==> src/design/sslc_pkg.sv <==
// shared types, constants and helpers for the screen lift controller
package sslc_pkg;

   localparam int STEP_COUNT_WIDTH = 24;
   localparam int TIMER_WIDTH      = 20;

   localparam int DIV_WIDTH     = 16;
   localparam int BOTTOM_WIDTH  = 24;
   localparam int TICKS_WIDTH   = 20;
   localparam int CSR_DATA_WIDTH = 32;
   localparam int CSR_ADDR_WIDTH = 5;
   localparam int CSR_INDEX_WIDTH = 3;

   localparam logic [DIV_WIDTH-1:0]    STEP_DIVIDER_RESET      = 16'd0;
   localparam logic [BOTTOM_WIDTH-1:0] BOTTOM_STEPS_RESET      = 24'd14000000;
   localparam logic [TICKS_WIDTH-1:0]  CONFIRM_ON_TICKS_RESET  = 20'd59259;
   localparam logic [TICKS_WIDTH-1:0]  CONFIRM_OFF_TICKS_RESET = 20'd118519;
   localparam logic [TICKS_WIDTH-1:0]  JOG_TICKS_RESET         = 20'd11852;

   typedef enum logic [CSR_INDEX_WIDTH-1:0] {
      REG_STEP_DIVIDER      = 3'd0,
      REG_BOTTOM_STEPS      = 3'd1,
      REG_CONFIRM_ON_TICKS  = 3'd2,
      REG_CONFIRM_OFF_TICKS = 3'd3,
      REG_JOG_TICKS         = 3'd4
   } reg_index_type;

   typedef enum logic [2:0] {
      MODE_INIT     = 3'd0,
      MODE_LOWERING = 3'd1,
      MODE_RAISING  = 3'd2,
      MODE_DOWN     = 3'd3,
      MODE_UP       = 3'd4
   } mode_type;

   typedef enum logic [1:0] {
      WAIT_NONE     = 2'd0,
      WAIT_CONFIRM  = 2'd1,
      WAIT_JOG_DOWN = 2'd2,
      WAIT_JOG_UP   = 2'd3
   } wait_kind_type;

   typedef struct packed {
      logic [DIV_WIDTH-1:0]    step_divider;
      logic [BOTTOM_WIDTH-1:0] bottom_steps;
      logic [TICKS_WIDTH-1:0]  confirm_on_ticks;
      logic [TICKS_WIDTH-1:0]  confirm_off_ticks;
      logic [TICKS_WIDTH-1:0]  jog_ticks;
   } cfg_type;

   typedef struct packed {
      logic projector_on;
      logic at_top;
      logic jog_down_pressed;
      logic jog_up_pressed;
   } tick_type;

   typedef struct packed {
      logic     step_level;
      logic     direction_down;
      logic     motor_enable;
      mode_type mode_code;
   } result_type;

   // delay values beyond the timer range load as the timer maximum
   function automatic logic [TIMER_WIDTH-1:0] clamp_ticks(input logic [TICKS_WIDTH-1:0] ticks);
      logic [32:0] wide;
      logic [32:0] lim;
      wide = 33'(ticks);
      lim  = 33'({TIMER_WIDTH{1'b1}});
      if (wide > lim) begin
         clamp_ticks = {TIMER_WIDTH{1'b1}};
      end else begin
         clamp_ticks = TIMER_WIDTH'(ticks);
      end
   endfunction

endpackage

==> src/design/sslc_csr.sv <==
// configuration register bank with apb-style access
module sslc_csr
   import sslc_pkg::*;
(
   input  logic                      clock,
   input  logic                      reset,
   input  logic                      psel,
   input  logic                      penable,
   input  logic                      pwrite,
   input  logic [CSR_ADDR_WIDTH-1:0] paddr,
   input  logic [CSR_DATA_WIDTH-1:0] pwdata,
   output logic [CSR_DATA_WIDTH-1:0] prdata,
   output logic                      pready,
   output cfg_type                   cfg
);

   cfg_type       cfg_ff;
   cfg_type       cfg_in;
   reg_index_type index;
   logic          wr_en;

   assign index  = reg_index_type'(paddr[CSR_ADDR_WIDTH-1:2]);
   assign wr_en  = psel & penable & pwrite;
   assign pready = 1'b1;
   assign cfg    = cfg_ff;

   always_comb begin
      cfg_in = cfg_ff;
      if (wr_en) begin
         case (index)
            REG_STEP_DIVIDER:      cfg_in.step_divider      = pwdata[DIV_WIDTH-1:0];
            REG_BOTTOM_STEPS:      cfg_in.bottom_steps      = pwdata[BOTTOM_WIDTH-1:0];
            REG_CONFIRM_ON_TICKS:  cfg_in.confirm_on_ticks  = pwdata[TICKS_WIDTH-1:0];
            REG_CONFIRM_OFF_TICKS: cfg_in.confirm_off_ticks = pwdata[TICKS_WIDTH-1:0];
            REG_JOG_TICKS:         cfg_in.jog_ticks         = pwdata[TICKS_WIDTH-1:0];
            default:               cfg_in = cfg_ff;
         endcase
      end
   end

   always_comb begin
      case (index)
         REG_STEP_DIVIDER:      prdata = CSR_DATA_WIDTH'(cfg_ff.step_divider);
         REG_BOTTOM_STEPS:      prdata = CSR_DATA_WIDTH'(cfg_ff.bottom_steps);
         REG_CONFIRM_ON_TICKS:  prdata = CSR_DATA_WIDTH'(cfg_ff.confirm_on_ticks);
         REG_CONFIRM_OFF_TICKS: prdata = CSR_DATA_WIDTH'(cfg_ff.confirm_off_ticks);
         REG_JOG_TICKS:         prdata = CSR_DATA_WIDTH'(cfg_ff.jog_ticks);
         default:               prdata = '0;
      endcase
   end

   always_ff @(posedge clock) begin
      if (reset) begin
         cfg_ff.step_divider      <= STEP_DIVIDER_RESET;
         cfg_ff.bottom_steps      <= BOTTOM_STEPS_RESET;
         cfg_ff.confirm_on_ticks  <= CONFIRM_ON_TICKS_RESET;
         cfg_ff.confirm_off_ticks <= CONFIRM_OFF_TICKS_RESET;
         cfg_ff.jog_ticks         <= JOG_TICKS_RESET;
      end else begin
         cfg_ff <= cfg_in;
      end
   end

endmodule

==> src/design/sslc_core.sv <==
// step divider, edge counter, wait timer and control state machine
module sslc_core
   import sslc_pkg::*;
(
   input  logic       clock,
   input  logic       reset,
   input  logic       advance,
   input  tick_type   tick,
   input  cfg_type    cfg,
   output result_type result
);

   localparam logic [STEP_COUNT_WIDTH-1:0] EDGES_MAX = {STEP_COUNT_WIDTH{1'b1}};

   mode_type                    mode_ff, mode_in;
   wait_kind_type               wait_kind_ff, wait_kind_in;
   logic                        step_pin_ff, step_pin_in;
   logic [DIV_WIDTH-1:0]        div_cnt_ff, div_cnt_in;
   logic [STEP_COUNT_WIDTH-1:0] edges_ff, edges_in;
   logic                        counting_ff, counting_in;
   logic [TIMER_WIDTH-1:0]      timer_ff, timer_in;
   logic                        dir_ff, dir_in;
   logic                        enable_ff, enable_in;

   always_comb begin
      logic jog_check;
      logic up_check;
      logic below_bottom;
      jog_check    = 1'b0;
      up_check     = 1'b0;
      mode_in      = mode_ff;
      wait_kind_in = wait_kind_ff;
      step_pin_in  = step_pin_ff;
      div_cnt_in   = div_cnt_ff;
      edges_in     = edges_ff;
      counting_in  = counting_ff;
      timer_in     = timer_ff;
      dir_in       = dir_ff;
      enable_in    = enable_ff;

      // step divider and edge count
      if (div_cnt_ff >= cfg.step_divider) begin
         div_cnt_in  = '0;
         step_pin_in = ~step_pin_ff;
         if (counting_ff && edges_ff != EDGES_MAX) begin
            edges_in = edges_ff + 1'b1;
         end
      end else begin
         div_cnt_in = div_cnt_ff + 1'b1;
      end

      below_bottom = 33'(edges_in) < 33'(cfg.bottom_steps);

      if (wait_kind_ff != WAIT_NONE) begin
         if (timer_ff != '0) begin
            timer_in = timer_ff - 1'b1;
         end else begin
            wait_kind_in = WAIT_NONE;
            case (wait_kind_ff)
               WAIT_CONFIRM: begin
                  case (mode_ff)
                     MODE_UP: begin
                        if (tick.projector_on) begin
                           mode_in     = MODE_LOWERING;
                           counting_in = 1'b1;
                        end
                     end
                     MODE_LOWERING: begin
                        if (!tick.projector_on) begin
                           mode_in     = MODE_RAISING;
                           counting_in = 1'b0;
                           edges_in    = '0;
                        end
                     end
                     MODE_DOWN: begin
                        if (!tick.projector_on) begin
                           mode_in     = MODE_RAISING;
                           counting_in = 1'b0;
                           edges_in    = '0;
                        end
                        jog_check = 1'b1;
                     end
                     default: mode_in = mode_ff;
                  endcase
               end
               WAIT_JOG_DOWN: begin
                  enable_in = 1'b0;
                  up_check  = 1'b1;
               end
               WAIT_JOG_UP: begin
                  enable_in = 1'b0;
                  dir_in    = 1'b1;
               end
               default: wait_kind_in = WAIT_NONE;
            endcase
         end
      end else begin
         case (mode_ff)
            MODE_INIT: mode_in = MODE_RAISING;
            MODE_RAISING: begin
               if (!tick.at_top) begin
                  dir_in    = 1'b0;
                  enable_in = 1'b1;
               end else begin
                  enable_in = 1'b0;
                  mode_in   = MODE_UP;
               end
            end
            MODE_UP: begin
               if (tick.projector_on) begin
                  wait_kind_in = WAIT_CONFIRM;
                  timer_in     = clamp_ticks(cfg.confirm_on_ticks);
               end
            end
            MODE_LOWERING: begin
               if (!tick.projector_on) begin
                  wait_kind_in = WAIT_CONFIRM;
                  timer_in     = clamp_ticks(cfg.confirm_off_ticks);
               end else if (below_bottom) begin
                  dir_in    = 1'b1;
                  enable_in = 1'b1;
               end else begin
                  enable_in   = 1'b0;
                  mode_in     = MODE_DOWN;
                  counting_in = 1'b0;
               end
            end
            MODE_DOWN: begin
               if (!tick.projector_on) begin
                  wait_kind_in = WAIT_CONFIRM;
                  timer_in     = clamp_ticks(cfg.confirm_off_ticks);
               end else begin
                  jog_check = 1'b1;
               end
            end
            default: mode_in = MODE_RAISING;
         endcase
      end

      // manual jog buttons
      if (jog_check) begin
         if (tick.jog_down_pressed) begin
            enable_in    = 1'b1;
            wait_kind_in = WAIT_JOG_DOWN;
            timer_in     = clamp_ticks(cfg.jog_ticks);
         end else begin
            up_check = 1'b1;
         end
      end
      if (up_check && tick.jog_up_pressed && !tick.at_top) begin
         dir_in       = 1'b0;
         enable_in    = 1'b1;
         wait_kind_in = WAIT_JOG_UP;
         timer_in     = clamp_ticks(cfg.jog_ticks);
      end
   end

   always_ff @(posedge clock) begin
      if (reset) begin
         mode_ff      <= MODE_INIT;
         wait_kind_ff <= WAIT_NONE;
         step_pin_ff  <= 1'b0;
         div_cnt_ff   <= '0;
         edges_ff     <= '0;
         counting_ff  <= 1'b0;
         timer_ff     <= '0;
         dir_ff       <= 1'b0;
         enable_ff    <= 1'b0;
      end else if (advance) begin
         mode_ff      <= mode_in;
         wait_kind_ff <= wait_kind_in;
         step_pin_ff  <= step_pin_in;
         div_cnt_ff   <= div_cnt_in;
         edges_ff     <= edges_in;
         counting_ff  <= counting_in;
         timer_ff     <= timer_in;
         dir_ff       <= dir_in;
         enable_ff    <= enable_in;
      end
   end

   assign result.step_level     = step_pin_in;
   assign result.direction_down = dir_in;
   assign result.motor_enable   = enable_in;
   assign result.mode_code      = mode_in;

   a_counting_only_lowering: assert property (@(posedge clock) disable iff (reset)
      counting_ff |-> mode_ff == MODE_LOWERING)
      else $error("edge counting outside lowering");

   a_edges_hold_when_idle: assert property (@(posedge clock) disable iff (reset)
      !advance |=> $stable(edges_ff))
      else $error("edge count moved without a word");

   a_jog_up_drive: assert property (@(posedge clock) disable iff (reset)
      wait_kind_ff == WAIT_JOG_UP |-> enable_ff && !dir_ff)
      else $error("up jog without upward drive");

   a_jog_down_drive: assert property (@(posedge clock) disable iff (reset)
      wait_kind_ff == WAIT_JOG_DOWN |-> enable_ff)
      else $error("down jog without drive enabled");

endmodule

==> src/design/stepper_screen_lift_controller_unit.sv <==
// top level of the stepper screen lift controller
// an accepted word is registered in the input stage, then its result in the result register behind rsp_valid
// throughput: one word per cycle unless the result stalls; input and result registers decouple the two channels
// a stalled result register holds the input stage, which then holds req_ready low
// reset is synchronous and active high; it restores register defaults and the init mode
module stepper_screen_lift_controller_unit
   import sslc_pkg::*;
(
   input  logic                      clock,
   input  logic                      reset,
   input  logic                      req_valid,
   output logic                      req_ready,
   input  logic                      req_projector_on,
   input  logic                      req_at_top,
   input  logic                      req_jog_down_pressed,
   input  logic                      req_jog_up_pressed,
   output logic                      rsp_valid,
   input  logic                      rsp_ready,
   output logic                      rsp_step_level,
   output logic                      rsp_direction_down,
   output logic                      rsp_motor_enable,
   output logic [2:0]                rsp_mode_code,
   input  logic                      psel,
   input  logic                      penable,
   input  logic                      pwrite,
   input  logic [CSR_ADDR_WIDTH-1:0] paddr,
   input  logic [CSR_DATA_WIDTH-1:0] pwdata,
   output logic [CSR_DATA_WIDTH-1:0] prdata,
   output logic                      pready
);

   cfg_type    cfg;
   tick_type   tick_ff, tick_in;
   logic       tick_valid_ff, tick_valid_in;
   result_type rsp_ff, rsp_in;
   logic       rsp_valid_ff, rsp_valid_in;
   logic       advance;
   logic       out_free;
   logic       req_take;

   sslc_csr u_csr (
      .clock   (clock),
      .reset   (reset),
      .psel    (psel),
      .penable (penable),
      .pwrite  (pwrite),
      .paddr   (paddr),
      .pwdata  (pwdata),
      .prdata  (prdata),
      .pready  (pready),
      .cfg     (cfg)
   );

   sslc_core u_core (
      .clock   (clock),
      .reset   (reset),
      .advance (advance),
      .tick    (tick_ff),
      .cfg     (cfg),
      .result  (rsp_in)
   );

   assign out_free  = !rsp_valid_ff || rsp_ready;
   assign advance   = tick_valid_ff && out_free;
   assign req_ready = !tick_valid_ff || advance;
   assign req_take  = req_valid && req_ready;

   assign tick_in.projector_on     = req_projector_on;
   assign tick_in.at_top           = req_at_top;
   assign tick_in.jog_down_pressed = req_jog_down_pressed;
   assign tick_in.jog_up_pressed   = req_jog_up_pressed;

   assign tick_valid_in = req_take || (tick_valid_ff && !advance);
   assign rsp_valid_in  = advance || (rsp_valid_ff && !rsp_ready);

   always_ff @(posedge clock) begin
      if (reset) begin
         tick_valid_ff <= 1'b0;
         rsp_valid_ff  <= 1'b0;
      end else begin
         tick_valid_ff <= tick_valid_in;
         rsp_valid_ff  <= rsp_valid_in;
      end
   end

   always_ff @(posedge clock) begin
      if (req_take) begin
         tick_ff <= tick_in;
      end
      if (advance) begin
         rsp_ff <= rsp_in;
      end
   end

   assign rsp_valid          = rsp_valid_ff;
   assign rsp_step_level     = rsp_ff.step_level;
   assign rsp_direction_down = rsp_ff.direction_down;
   assign rsp_motor_enable   = rsp_ff.motor_enable;
   assign rsp_mode_code      = rsp_ff.mode_code;

endmodule
==> config.mk <==
export PLATFORM = sky130hd
export DESIGN_NAME = stepper_screen_lift_controller_unit
export DESIGN_NICKNAME = d
export VERILOG_FILES = /design/src/design/sslc_pkg.sv /design/src/design/sslc_csr.sv /design/src/design/sslc_core.sv /design/src/design/stepper_screen_lift_controller_unit.sv
export SDC_FILE = /design/constraint.sdc
export NUM_CORES = 1
export LEC_CHECK = 0
export BUFFER_PORTS_ARGS = -buffer_cell sky130_fd_sc_hd__buf_4
export CORE_MARGIN = 2
export CORE_UTILIZATION = 40
export DETAILED_ROUTE_END_ITERATION = 8
export GPL_TIMING_DRIVEN = 1
export PLACE_DENSITY = 0.67
export SLEW_MARGIN = 30
export SYNTH_ARGS = -nofsm -noshare
export SYNTH_HDL_FRONTEND = slang
export SYNTH_SLANG_ARGS = --single-unit
==> constraint.sdc <==
create_clock -name clock -period 6.8 [get_ports clock]
set_clock_uncertainty 0.05 [all_clocks]
set_input_delay 1.02 -clock clock [delete_from_list [all_inputs] [get_ports clock]]
set_output_delay 1.02 -clock clock [all_outputs]
set_load 0.01 [all_outputs]
==> impl_metrics.yaml <==
run_status:
  status: "complete, no violations"
synth:
  synth_top_cell_by_area: "dfxtp_1"
  ys_types: 81
  synth-edff-count: 10
  avgSynthCellArea_um2: 7.75
  yosysSeqAreaShare_pct: 35.8
  netlist_area_mm2: 0.0104
  synth_ff_type: "dfxtp_1"
  ys_seq_elements: 181
  synth.top_cells.by_area: "dfxtp_1 33%, nand2_1 9.7%, a21oi_1 6.1%"
  synth_top_area_share_pct: 32.9
  netlist_instances: 1341
  yosysWarnings: 0
  synthArstFlopShare_pct: 0
timing:
  setup_viol: 0
  fin_crit_sh_pct: 76.6
  fmax_ghz: 0.192
  worstMarginPinSlew_ns: 1.01
  fin_crit_ns: 5.21
  final_max_slew_viol_count: 0
  rsz0062_at_grt: "no"
  slew_headroom_pct: 32.8
  final.setup.tns_ns: 0
  hold_viol_final: 0
finish:
  layout-drive-gt1-share_pct: 10.5
  multi_input_area_mm2: 0.00611
  diodes: 0
  fin_util_pct: 45.3
  final_cells: 1696
  seqCellArea_mm2: 0.00372
  fillers: 2507
  nets: 1439
  area_growth_pct: 12.2
global_routing:
  grt_max_degree: 97
  grt_pass1_wl_mm: 50.9
  grt_util_all_layers_pct: 24.1
  first_global_vias: 9276
  grt_overflow: 0
  antenna_found_initial: 1
clocking:
  postCtsHoldBufs: 0
  postCtsSetupBuffers: 0
  cts.sinks: 181
  tritoncts: "built"
  clockBufferDepth: 2
  cts-htree-levels: 4
  post_cts_resized: 0
  clkLatencyLatePin_ns: 0.45
  clk_pin_slew_ns: 0.08
  cts_inserted_buffers: 17
  cts-root-buf: "clkbuf_16"
floorplan:
  dieArea_mm2: 0.0273
  die_h_um: 165
  placementRows: 59
  ios: 89
  start_util_pct: 40.4
  dieWidth_um: 165
  core_area_mm2: 0.0258
power:
  leakagePower_nw: 4.57
  p_per_area_mw_per_mm2: 211
  irDropWorstVdd_v: 0.000152
  power.total_mw: 2.46
setup_path:
  critical_path_class: "reg2reg"
  arrival_ns: 5.35
  crit_required_ns: 6.94
  critical_path.max_fanout: 8
  worstSetupEndpointType: "register"
  cp-start-kind: "register"
detailed_routing:
  vias: 9956
  drtPass1Iterations: 6
  wl_met3_mm: 2.58
  drc: 0
  wirelength_mm: 32.7
  dr_wl_met2_mm: 14.8
  initialDrtViolationCount: 970
  highest_layer: "met5"
  vias_per_cell: 5.87
  routedWlPerCell_um: 19.3
  ant_nets: 0
  met1_length_mm: 14.3
placed_design:
  place_inst: 1664
  place_congestion: 0.849
  portBuffers: 69
  hpwlAfterDp_mm: 22.5
hold_path:
  hold_class: "reg2reg"
job:
  cap_violations: 0
## cell usage after synthesis (all sizes together), types with 9 or more instances
cell type  number
inv            51
or3             9
xnor2          19
nor4           15
nand2         269
nand3          26
and3           14
a211o          16
nor2           95
edfxtp         10
clkbuf         72
xor2           25
a21oi         127
a211oi         13
a31oi          15
dfxtp         171
mux2i          19
a221o          24
buf            26
nor3           30
nand3b         37
a22oi          17
o21ai          60
o31ai          13
nand2b         10
ha             43
and2            9
nand4          19
## stage by stage
| stage | hold slack [ns] | setup slack [ns] | area, µm² |
|---|---|---|---|
| floorplan | 0.386 | 2.75 | 10400 |
| global placement | 0.396 | 1.78 | 11000 |
| detailed placement | 0.400 | 1.73 | 11100 |
| CTS | 0.411 | 1.70 | 11700 |
| global route | 0.443 | 1.31 | 11700 |
| finish | 0.410 | 1.59 | 11700 |
## final timing paths
| path | start | cells after the start | slack, ns | to |
|---|---|---|---|---|
| setup reg to reg | u_core.div_cnt_ff[0] | 17 | 1.59 | rsp_direction_down |
| hold reg to reg | u_csr.cfg[81] | 2 | 0.41 | u_csr.cfg[81] |
| hold / removal | u_csr.cfg[81] | 2 | 0.41 | u_csr.cfg[81] |
| setup / recovery | u_core.div_cnt_ff[0] | 17 | 1.59 | rsp_direction_down |
## power by group
group | total (mW) | internal [mW] | switching, mW
registers | 1.12 | 1.09 | 0.0259
clock network | 1.03 | 0.529 | 0.499
logic | 0.318 | 0.114 | 0.204
## cell families (layout without fill, tap and decap cells)
group | after synthesis | count (layout) | synth area share (%)
AOI/OAI and AO/OA | 349 | 349 | 22.0
DFF | 181 | 181 | 35.8
adders and majority gates | 43 | 43 | 5.17
xor gates and xnor gates | 44 | 44 | 3.71
muxes | 19 | 19 | 1.83
other | 2 | 9 | 0.0722
buffers and inverters | 150 | 163 | 6.25
and+or+nand+nor | 553 | 553 | 25.1
## final cells by class
type	instances	area share, %
timing repair buffer	80	5.21
sequential	181	31.9
multi-input combinational	1017	52.4
clock buffer	17	3.65
tap	335	3.59
inverter	51	1.64
clock inverter	15	1.57
## worst max-delay path, cell delays in order, from the launching register on
cell       delay [ns]
dfxtp_1          0.43
inv_1            0.06
ha_1             0.26
nand2b_1         0.14
a2111oi_0        0.82
o32ai_2          0.33
o21ai_2          0.40
nor3_2           0.16
and3_1           0.25
xor2_1           0.15
ha_1             0.29
nand4_1          0.19
nor4_1           0.51
o31ai_1          0.17
nand3_1          0.20
inv_1            0.12
a41oi_1          0.32
nor2_1           0.07
## flip-flops by register name, summed over array words and instances, names as in the netlist, 2 cells and up
signal,flops
u_csr.cfg,100
u_core.edges_ff,24
u_core.timer_ff,20
u_core.div_cnt_ff,16
tick_ff,4
rsp_mode_code,3
u_core.mode_ff,3
u_core.wait_kind_ff,2
## placed cells by master (no fill, tap or decap), drive strengths merged, types with 15 or more instances in the layout
cell / instances
nor4: 15
o21ai: 60
a221o: 24
a31oi: 15
clkbuf: 17
nand3b: 37
ha: 43
nor3: 30
nand3: 26
inv: 59
a211o: 16
nand2: 269
mux2i: 19
xnor2: 19
xor2: 25
a22oi: 17
nor2: 95
buf: 80
nand4: 19
dfxtp: 171
a21oi: 127
## per-layer routing
layer	vias up	global-route usage [%]
met5	-	0
met3	57	4.10
met4	2	9.80
li1	4761	-
met1	4698	32.6
met2	438	38.2
(Power assumes the default switching activity.)
